### src/design/nms_5x5_peak_marker_defines.svh
// Assertion shorthands used by the peak marker RTL.
`ifndef NMS_5X5_PEAK_MARKER_DEFINES_SVH
`define NMS_5X5_PEAK_MARKER_DEFINES_SVH

// Same-cycle implication, checked out of reset.
`define NMS_ASSERT_SAME(lbl, ant, cons, msg) \
    lbl: assert property (@(posedge aclk) disable iff (!aresetn) (ant) |-> (cons)) \
        else $error(msg);

// Next-cycle implication, checked out of reset.
`define NMS_ASSERT_NEXT(lbl, ant, cons, msg) \
    lbl: assert property (@(posedge aclk) disable iff (!aresetn) (ant) |=> (cons)) \
        else $error(msg);

`endif

### src/design/nms5_pkg.sv
package nms5_pkg;

    localparam int PIX_W = 8;
    localparam int DIM_W = 9;
    localparam int COORD_W = 8;
    localparam int WIN = 5;
    localparam int LINES = WIN - 1;
    localparam int WIN_PIXELS = WIN * WIN;   // 25 pixels in the window
    localparam int MIN_DIM = WIN;
    localparam int HALF_WIN = WIN / 2;

    localparam int DEF_MAX_WIDTH = 256;
    localparam int DEF_MAX_HEIGHT = 256;

    localparam logic [PIX_W-1:0] THRESHOLD_RESET = 8'd80;
    localparam logic [DIM_W-1:0] WIDTH_RESET = 9'd176;
    localparam logic [DIM_W-1:0] HEIGHT_RESET = 9'd144;
    localparam logic [PIX_W-1:0] MARK_ON = 8'd255;
    localparam logic [PIX_W-1:0] MARK_OFF = 8'd0;

    typedef logic [1:0] reg_idx_t;
    localparam reg_idx_t REG_PEAK_THRESHOLD = 2'd0;
    localparam reg_idx_t REG_FRAME_WIDTH = 2'd1;
    localparam reg_idx_t REG_FRAME_HEIGHT = 2'd2;

    typedef logic [PIX_W-1:0] pix_t;
    typedef pix_t [LINES-1:0] line_col_t;   // [0] oldest line
    typedef pix_t [WIN-1:0] pix_row_t;
    typedef pix_row_t [WIN-1:0] window_t;   // [line][column], highest index newest

    // What travels with a pixel from the input register to the result register
    typedef struct packed {
        logic produce;
        logic frame_last;
        logic [COORD_W-1:0] centre_row;
        logic [COORD_W-1:0] centre_col;
    } nms5_meta_t;

endpackage

### src/design/nms5_peak_eval.sv
module nms5_peak_eval import nms5_pkg::*; (
    input  logic     aclk,
    input  logic     aresetn,
    input  logic     shift_en,
    input  pix_row_t column,
    input  pix_t     threshold,
    output logic     is_peak
);

    window_t win_reg;
    window_t win_next;
    pix_t centre;
    logic all_le;

    always_comb begin
        for (int l = 0; l < WIN; l++) begin
            for (int k = 0; k < WIN - 1; k++) begin
                win_next[l][k] = win_reg[l][k+1];
            end
            win_next[l][WIN-1] = column[l];
        end
    end

    // ties with the centre still count as a maximum
    always_comb begin
        centre = win_next[HALF_WIN][HALF_WIN];
        all_le = 1'b1;
        for (int l = 0; l < WIN; l++) begin
            for (int k = 0; k < WIN; k++) begin
                if (win_next[l][k] > centre) begin
                    all_le = 1'b0;
                end
            end
        end
    end

    assign is_peak = all_le && (centre > threshold);

    always_ff @(posedge aclk) begin
        if (!aresetn) begin
            win_reg <= '0;
        end else if (shift_en) begin
            win_reg <= win_next;
        end
    end

endmodule
### config.mk
export PLATFORM = sky130hd
export DESIGN_NAME = nms5_peak_eval
export DESIGN_NICKNAME = d
export VERILOG_FILES = /design/src/design/nms_5x5_peak_marker_defines.svh /design/src/design/nms5_pkg.sv /design/src/design/nms5_peak_eval.sv
export SDC_FILE = /design/constraint.sdc
export NUM_CORES = 1
export LEC_CHECK = 0
export ABC_AREA = 1
export BUFFER_PORTS_ARGS = -buffer_cell sky130_fd_sc_hd__buf_2
export CORE_ASPECT_RATIO = 0.7
export CORE_MARGIN = 2
export CORE_UTILIZATION = 40
export DETAILED_ROUTE_END_ITERATION = 10
export PLACE_DENSITY = 0.65
export SLEW_MARGIN = 10
export SYNTH_ARGS = -nofsm -noshare
export SYNTH_HDL_FRONTEND = slang
export SYNTH_SLANG_ARGS = --single-unit
### constraint.sdc
create_clock -name aclk -period 2.2 [get_ports aclk]
set_clock_uncertainty 0.1 [all_clocks]
set_input_delay 0.11 -clock aclk [delete_from_list [all_inputs] [get_ports aclk]]
set_output_delay 0.11 -clock aclk [all_outputs]
set_load 0.02 [all_outputs]
==> results.toml, run 1 <==
[routing]
via_count = 9527
via_per_inst = 5.11
drc = 0
antenna_left = 0
routed_wl_um = 29200
drtPass1Iterations = 5
routedWlPerCell_um = 15.7
drt_iter0_drc = 518

[cts]
cts_htree_levels = 4
clock_path_buffers = 2
clk_pin_slew_worst_paths_ns = 0.07
cts_buffers = 17
root_buffer = "clkbuf_16"
worstSkewPairLatency_ns = 0.44
cts_tree = "built"
numClockSinks = 160

[finish]
n_antenna_cell = 0
nNetsFinal = 1778
fillers = 2226
final_core_util_pct = 54.8
fin_area_um2 = 13600
synthToLayoutAreaGrowth_pct = 33.7
drive_gt1_share_pct = 21.4

[yosys]
yosysUniqueCellTypes = 18
synth.most_common_cell = "nor2_1"
synth_top_area_share_pct = 31.5
async_flop_share_pct = 0
avgSynthCellArea_um2 = 7.29
ys.warnings.count = 0
synth_compound_area_share_pct = 15.1
synth_common_cells = "nor2_1 (302), nand2_1 (231), ha_1 (200)"
synthMuxAreaShare_pct = 0
synth_top_family_by_area = "adder cells"
synth_fa_ha_area_share_pct = 24.6
synth-main-ff-cell = "dfxtp_1"
synth_top_area_cell = "dfxtp_1"
ys_seq_elements = 160
synth.cell_area_um2 = 10200
synth_xor_xnor_area_share_pct = 0
synth_edf_count = 0
synth_nets = 1646
synth.area.top_cells = "dfxtp_1 (32%), ha_1 (25%), nor2_1 (11%)"
synth_cells = 1395
yosysSeqAreaShare_pct = 31.5
yosys.area_share.simple_pct = 21.6

[worst_setup_path]
path_class = "reg2out"
cp_cell_sequence = "inv_4 > buf_4 > ha_1 > a21oi_1 > o21a_1 > nand2_1 > nand2_2 > nand2_2 > inv_2 > nand2_4 > nor2_4 > nand2_2 > nor2_4 > buf_6"
startpoint_type = "flip-flop"
reg2regPathDepth = 4
r2r_start = "centre[4]"
worstPathRequired_ns = 1.99
max_stage_delay_ns = 0.36
crit_fanout = 7
r2r_slack_ns = 1.14
worst_path_most_repeated_cell = "nand2_2"
cp_slowest_cell = "dfxtp_2"
worstSetupEndpointType = "output pin"
crit_arrival_ns = 2.40
rr_endpoint = "win_next[92]"

[grt]
grt_pass1_wl_um = 47100
grt_overflow = 0
grt_max_degree = 181
grt_use_total_pct = 22.1
grt_antenna_before_repair = 0
grt_pass1_vias = 9406

[placement]
placed_area_um2 = 11200
place_congestion = 0.836
port_buffers = 51
hpwl_um = 18500

[floorplanning]
fp.dieH_um = 137
core_um2 = 24800
die_w_um = 195
start_util_pct = 41.0
num_rows = 48
io_pins = 52
die-area_um2 = 26700

[run_status]
status = "finished with violations"
violations = "setup timing"

[pwr]
power_leakage_nw = 6.32
peakVddDrop_mv = 0.610
p_per_area_nw_per_um2 = 651
power_mw = 8.85

[min_path]
hp-start = "aresetn"
hold_path_class = "in2reg"
worstHoldEndpoint = "win_next[31]"
min_delay_path_depth = 3

[timing]
slew_headroom_pct = 53.2
fmax_mhz = 382
rsz0062_at_grt = "true"
layout_min_cycle_time_ns = 2.61
hold_viol = 0
setup_ws_ns = -0.415
period_share_pct = 119
finalSetupTns_ns = -0.415
worst_pin_slew_ns = 0.702
drv_slew = 0
finalSetupViolCount = 1

[flow_run]
max_cap_viol_count = 0
[power breakdown]
| part | internal (mW) | switching [mW] | leakage (nW) |
|---|---|---|---|
| Clock | 1.82 | 1.30 | 0.283 |
| Combinational | 1.09 | 1.37 | 4.71 |
| Sequential | 3.09 | 0.175 | 1.33 |
[flip-flops by register name, summed over array words and instances (netlist names)]
register and cells:
win_next 152, centre 8
[routing by layer]
| layer | up-vias | share of wire, % | wire length [um] | GRT usage [%] |
|---|---|---|---|---|
| met5 | - | 0 | 0 | 0 |
| met2 | 196 | 45 | 13200 | 35.9 |
| met1 | 4395 | 49 | 14300 | 29.9 |
| met4 | 0 | 1.4 | 422 | 6.45 |
| met3 | 33 | 4.6 | 1330 | 4.09 |
| li1 | 4903 | - | - | - |
[what timing repair did]
item                       in CTS  in global routing
hold endpoints to repair       40                  0
hold buffers                   40                  0
pin swaps                      69                 63
setup buffers                   8                  3
resized for setup             131                101
cloned                          4                  1
setup endpoints to repair       1                  1
[critical path: cells and delay by family (launching register included)]
kind | cells | cell delay [ns]
compound gates | 2 | 0.35
simple gates | 7 | 0.52
buf+inv | 4 | 0.42
flops | 1 | 0.36
fa+ha+maj | 1 | 0.31
[cell type report]
class | count | area (um2) | area share (%)
Sequential cell | 160 | 3220 | 23.7
Multi-Input combinational cell | 1062 | 7310 | 53.8
Clock buffer | 20 | 447 | 3.29
Clock inverter | 12 | 160 | 1.18
Inverter | 121 | 484 | 3.56
Tap cell | 325 | 407 | 2.99
Timing Repair Buffer | 165 | 1570 | 11.5
[how the worst max path moves through the flow]
| stage | start | endpoint | slack, ns | depth (start not counted) |
|---|---|---|---|---|
| floorplan | centre[5] | is_peak | 0.003 | 11 |
| global placement | centre[6] | is_peak | -0.17 | 15 |
| detailed placement | centre[7] | is_peak | -0.19 | 14 |
| CTS | centre[4] | is_peak | -0.43 | 15 |
| global route | centre[7] | is_peak | -0.55 | 14 |
| finish | centre[7] | is_peak | -0.41 | 14 |
[kinds of logic after synthesis]
family / after synthesis
flops: 160
simple gates: 566
compound gates: 296
buf+inv: 173
fa+ha+maj: 200
[cells in the final DEF (no fill, tap or decap), drive strengths merged, types with 12 or more instances in the layout]
| cell | Yosys | routed |
|---|---|---|
| o21ai | 169 | 169 |
| buf | 25 | 124 |
| clkbuf | 27 | 21 |
| dfxtp | 160 | 160 |
| nand4 | 25 | 25 |
| nand2 | 231 | 231 |
| o21a | 12 | 12 |
| a21oi | 106 | 106 |
| dlygate4sd3 | 0 | 40 |
| ha | 200 | 200 |
| nor2 | 302 | 302 |
| inv | 121 | 121 |
[stage by stage]
stage	setup WS, ns	hold slack, ns	instances
floorplan	0.00347	0.145	1395
global placement	-0.167	0.252	1780
detailed placement	-0.187	0.259	1780
CTS	-0.434	0.0455	1864
global route	-0.551	0.0678	1865
finish	-0.415	0.0547	1865
Power figures use the tool's default switching activity.
==> inputs of run 2 (changes only) <==
--- a/config.mk
+++ b/config.mk
@@ -7,11 +7,14 @@
 export LEC_CHECK = 0
 export ABC_AREA = 1
 export BUFFER_PORTS_ARGS = -buffer_cell sky130_fd_sc_hd__buf_2
+export CELL_PAD_IN_SITES_DETAIL_PLACEMENT = 0
+export CELL_PAD_IN_SITES_GLOBAL_PLACEMENT = 1
 export CORE_ASPECT_RATIO = 0.7
 export CORE_MARGIN = 2
 export CORE_UTILIZATION = 40
+export CTS_CLUSTER_SIZE = 28
 export DETAILED_ROUTE_END_ITERATION = 10
-export PLACE_DENSITY = 0.65
+export PLACE_DENSITY = 0.81
 export SLEW_MARGIN = 10
 export SYNTH_ARGS = -nofsm -noshare
 export SYNTH_HDL_FRONTEND = slang
==> results.toml, run 2 (same netlist as run 1, synthesis figures left out) <==
[pwr]
p_seq_share_pct = 38.5
peakVddDrop_mv = 0.513
power_leakage_nw = 6.13
power_mw = 8.46
swShare_pct = 30.9
p_sw_mw = 2.61
p_per_area_nw_per_um2 = 669
p_comb_share_pct = 25.2
internal_power_mw = 5.85
p_clk_share_pct = 36.2

[finish]
regArea_um2 = 3210
n_antenna_cell = 0
drive_gt1_share_pct = 13.9
nNetsFinal = 1749
final_core_util_pct = 51.0
final_common_cell = "nor2_1"
fillers = 2423
final_cell_mix = "nor2_1 (285), nand2_1 (218), ha_1 (176)"
synthToLayoutAreaGrowth_pct = 24.5
largest_register_ffs = 152
final_cells = 1833
multi_input_area_um2 = 6680

[cts]
worstSkewPairLatency_ns = 0.44
cts_htree_levels = 4
cts_buffers = 17
clk_pin_slew_worst_paths_ns = 0.07
cts_tree = "built"
numClockSinks = 160
root_buffer = "clkbuf_16"
clock_path_buffers = 2

[worst_setup_path]
worstPathRequired_ns = 1.99
worstSetupEndpointType = "output pin"
r2r_slack_ns = 1.21
cp_slowest_cell = "dfxtp_2"
worst_path_most_repeated_cell = "nand2_1"
startpoint_type = "flip-flop"
rr_endpoint = "centre[0]"
cp_cell_sequence = "inv_4 > buf_12 > buf_4 > ha_1 > nand2_1 > inv_1 > nand2_1 > nand2_1 > nand2_1 > nand2_1 > nand2_1 > nand2_1 > inv_1 > nand2_1 > nor2_2 > nand2_1 > nor2_2 > buf_6"
reg2regPathDepth = 3
max_stage_delay_ns = 0.35
crit_fanout = 5
crit_arrival_ns = 2.37
r2r_start = "centre[0]"
path_class = "reg2out"

[floorplanning]
fp.dieH_um = 137
die-area_um2 = 26700
num_rows = 48
io_pins = 52
core_um2 = 24800
start_util_pct = 41.0
die_w_um = 195

[timing]
hold_viol = 0
finalSetupViolCount = 1
drv_slew = 0
hold_slack_ns = 0.0484
period_share_pct = 117
worst_pin_slew_ns = 0.703
layout_min_cycle_time_ns = 2.58
fmax_mhz = 387
setup_ws_ns = -0.383
slew_headroom_pct = 53.1
rsz0062_at_grt = "true"

[run_status]
violations = "setup timing"
status = "finished with violations"

[placement]
place_congestion = 0.802
place_ws_ns = -0.0848
port_buffers = 51
hpwl_um = 18500
dp_cells = 1758

[min_path]
min_delay_path_depth = 3
hp-start = "aresetn"
worstHoldEndpoint = "win_next[10]"
hold_path_class = "in2reg"

[routing]
via_count = 9348
antenna_left = 0
via_per_inst = 5.10
drtPass1Iterations = 5
drt_iter0_drc = 675
routed_wl_um = 28800
drc = 0
routedWlPerCell_um = 15.7

[flow_run]
max_cap_viol_count = 0

[grt]
grt_use_total_pct = 21.8
grt_max_degree = 181
grt_overflow = 0
grt_antenna_before_repair = 0
grt_pass1_vias = 8779
grt_pass1_wl_um = 45900
[run 2: changes by cell type in the layout (fill, tap and decap cells not counted), sizes merged]
cell and delta:
buf -30, clkbuf +3, clkinv -1, clkinvlp -4
[run 2: layer usage]
| metal | track usage, % | routed length (um) |
|---|---|---|
| met1 | 32.0 | 15400 |
| met2 | 33.1 | 11900 |
| met3 | 3.38 | 1120 |
| met4 | 5.56 | 332 |
| met5 | 0 | 0 |
[run 2: power groups by stage]
stage               sequential, mW  combinational, mW  clock, mW
floorplan                     3.25               1.29          0
global placement              3.30               1.81          0
detailed placement            3.30               1.86          0
CTS                           3.25               2.02       3.12
global route                  3.28               2.45       3.23
finish                        3.26               2.14       3.07
[run 2: layout make-up]
type | count | area share, %
Clock buffer | 22 | 3.75
Clock inverter | 7 | 0.870
Inverter | 121 | 3.69
Multi-Input combinational cell | 1062 | 52.8
Sequential cell | 160 | 25.4
Tap cell | 325 | 3.21
Timing Repair Buffer | 136 | 10.4
[run 2: how the worst max path moves through the flow]
stage | endpoint | slack, ns | depth (start not counted) | start
after floorplan | is_peak | 0.003 | 11 | centre[5]
after global placement | is_peak | -0.08 | 15 | centre[3]
after detailed placement | is_peak | -0.08 | 14 | centre[7]
after CTS | is_peak | -0.42 | 14 | centre[4]
after global routing | is_peak | -0.54 | 14 | centre[7]
final | is_peak | -0.38 | 18 | centre[2]
[run 2: repair_timing]
item | CTS | global route
hold endpoints to repair | 40 | 0
gates cloned | 2 | 2
resized for setup | 53 | 46
buffers inserted | 0 | 2
hold buffers | 40 | 0
endpoints found under the setup margin | 1 | 1
pin swaps | 19 | 25
[run 2: through the flow]
step           TNS, ns  instance area (um2)
5_1_grt         -0.536                12700
3_3_place_gp   -0.0816                11100
4_1_cts         -0.419                12300
3_5_place_dp   -0.0848                11100
2_1_floorplan        0                10200
6_report        -0.383                12700
[run 2: worst max-delay path: cells and delay by family (launching register included)]
| kind | cells | cell delay, ns |
|---|---|---|
| adder cells (fa/ha/maj) | 1 | 0.26 |
| flip-flops | 1 | 0.35 |
| AND/OR/NAND/NOR | 11 | 0.76 |
| buffers and inverters | 6 | 0.55 |
==> inputs of run 3 (changes only) <==
--- a/config.mk
+++ b/config.mk
@@ -10,11 +10,11 @@
 export CELL_PAD_IN_SITES_DETAIL_PLACEMENT = 0
 export CELL_PAD_IN_SITES_GLOBAL_PLACEMENT = 1
 export CORE_ASPECT_RATIO = 0.7
-export CORE_MARGIN = 2
 export CORE_UTILIZATION = 40
 export CTS_CLUSTER_SIZE = 28
 export DETAILED_ROUTE_END_ITERATION = 10
 export PLACE_DENSITY = 0.81
+export SETUP_SLACK_MARGIN = 0.02
 export SLEW_MARGIN = 10
 export SYNTH_ARGS = -nofsm -noshare
 export SYNTH_HDL_FRONTEND = slang
==> constraint.sdc (replaced) <==
create_clock -name aclk -period 3.2 [get_ports aclk]
set_clock_uncertainty 0.1 [all_clocks]
set_input_delay 0.16 -clock aclk [delete_from_list [all_inputs] [get_ports aclk]]
set_output_delay 0.16 -clock aclk [all_outputs]
set_load 0.02 [all_outputs]
==> results.toml, run 3 (same netlist as run 1, synthesis figures left out) <==
[worst_setup_path]
reg2regPathDepth = 2
r2r_slack_ns = 2.04
worstSetupEndpointType = "output pin"
crit_fanout = 10
rr_endpoint = "win_next[88]"
cp_top_family = "simple AND/OR/NAND/NOR gates"
r2r_start = "centre[0]"
crit_arrival_ns = 2.75
max_stage_delay_ns = 0.38
worstPathRequired_ns = 2.94
crit_buf_inv = 4
startpoint_type = "flip-flop"
worst_path_most_repeated_cell = "nand2_1"
cp_slowest_cell = "dfxtp_1"
cp_cell_sequence = "clkinvlp_4 > buf_4 > buf_4 > ha_1 > nand2_1 > nor2_1 > nand4_1 > nand2_1 > nand2_1 > nor2_1 > nand3_1 > nor2_2 > buf_2"
path_class = "reg2out"

[finish]
largest_register_ffs = 152
final_cell_mix = "nor2_1 (299), nand2_1 (231), ha_1 (200)"
synthToLayoutAreaGrowth_pct = 16.4
nNetsFinal = 1724
drive_gt1_share_pct = 7.34
multi_input_area_um2 = 6240
fin_area_um2 = 11800
regArea_um2 = 3200
final_common_cell = "nor2_1"
n_antenna_cell = 0
fillers = 2488

[timing]
finalSetupTns_ns = 0
rsz0062_at_grt = "false"
finalSetupViolCount = 0
fmax_mhz = 332
layout_min_cycle_time_ns = 3.01
worst_pin_slew_ns = 0.729
slew_headroom_pct = 51.4
period_share_pct = 94.0
drv_slew = 0
hold_viol = 0

[floorplanning]
fp.dieH_um = 135
die_w_um = 193
io_pins = 52
num_rows = 48
core_um2 = 24800
start_util_pct = 41.0
die-area_um2 = 26100

[min_path]
min_delay_path_depth = 2
worstHoldEndpoint = "win_next[24]"
hold_path_class = "in2reg"
hp-start = "shift_en"

[routing]
via_per_inst = 4.97
drt_iter0_drc = 547
routedWlPerCell_um = 14.5
drc = 6
routed_wl_um = 26200
drtPass1Iterations = 8
antenna_left = 0
via_count = 8999

[grt]
grt_use_total_pct = 20.8
grt_max_degree = 116
grt_pass1_wl_um = 42800
grt_overflow = 0
grt_pass1_vias = 8451
grt_antenna_before_repair = 0

[pwr]
swShare_pct = 31.4
peakVddDrop_mv = 0.379
p_sw_mw = 1.78
power_leakage_nw = 5.89
p_clk_share_pct = 38.0
p_per_area_nw_per_um2 = 478
p_seq_share_pct = 39.4
power_mw = 5.65
internal_power_mw = 3.88
p_comb_share_pct = 22.6

[cts]
clk_pin_slew_worst_paths_ns = 0.07
root_buffer = "clkbuf_16"
cts_tree = "built"
clock_path_buffers = 2
worstSkewPairLatency_ns = 0.44
cts_buffers = 17
cts_htree_levels = 4
numClockSinks = 160

[flow_run]
max_cap_viol_count = 0

[run_status]
violations = "DRC"
status = "finished with violations"

[placement]
port_buffers = 51
placed_area_um2 = 10700
hpwl_um = 17800
place_congestion = 0.824
## run 3: changes by cell type in the layout (fill, tap and decap cells not counted), sizes merged
cell and delta:
buf -23, clkinvlp +4, inv +3, clkbuf -6
## run 3: final cells by class
cell class              instances  share of cell area [%]
clock buffers                  18                    3.63
clock inverters                14                    1.52
multi-input cells            1062                    52.7
flip-flops and latches        160                    27.1
repair buffers                111                    7.69
well taps                     325                    3.44
inverters                     121                    3.92
## run 3: repair_timing
item	4_1_cts	5_1_grt
hold buffers	40	0
endpoints found under the hold margin	40	0
gates resized for setup	2	7
buffers inserted	3	3
endpoints found under the setup margin	1	1
## run 3: layer usage
layer,wire length (um),GRT usage [%]
met2,10600,31.0
met4,225,5.25
met1,14300,30.9
met5,0,0
met3,1020,3.34
## run 3: how the worst max path moves through the flow
| stage | slack (ns) | cells after the start | to | startpoint |
|---|---|---|---|---|
| finish | 0.19 | 13 | is_peak | centre[7] |
| detailed placement | 0.34 | 14 | is_peak | centre[7] |
| global placement | 0.36 | 14 | is_peak | centre[7] |
| CTS | 0.05 | 15 | is_peak | centre[6] |
| global route | 0.0009 | 14 | is_peak | centre[6] |
| floorplan | 0.95 | 11 | is_peak | centre[5] |
## run 3: through the flow
stage	setup slack, ns	hold WS, ns	utilization, %	cells
final	0.192	0.172	47.7	1811
after detailed placement	0.339	0.310	43.3	1733
after CTS	0.0508	0.174	47.5	1808
after global placement	0.363	0.310	43.3	1733
after floorplan	0.953	0.195	-	1395
after global routing	0.000873	0.199	47.7	1811
## run 3: power by group through the flow
| stage | clock network (mW) | logic, mW | registers, mW |
|---|---|---|---|
| 4_1_cts | 2.19 | 1.27 | 2.22 |
| 3_3_place_gp | 0 | 1.20 | 2.27 |
| 5_1_grt | 2.27 | 1.49 | 2.24 |
| 2_1_floorplan | 0 | 0.885 | 2.23 |
| 6_report | 2.15 | 1.28 | 2.23 |
| 3_5_place_dp | 0 | 1.22 | 2.27 |
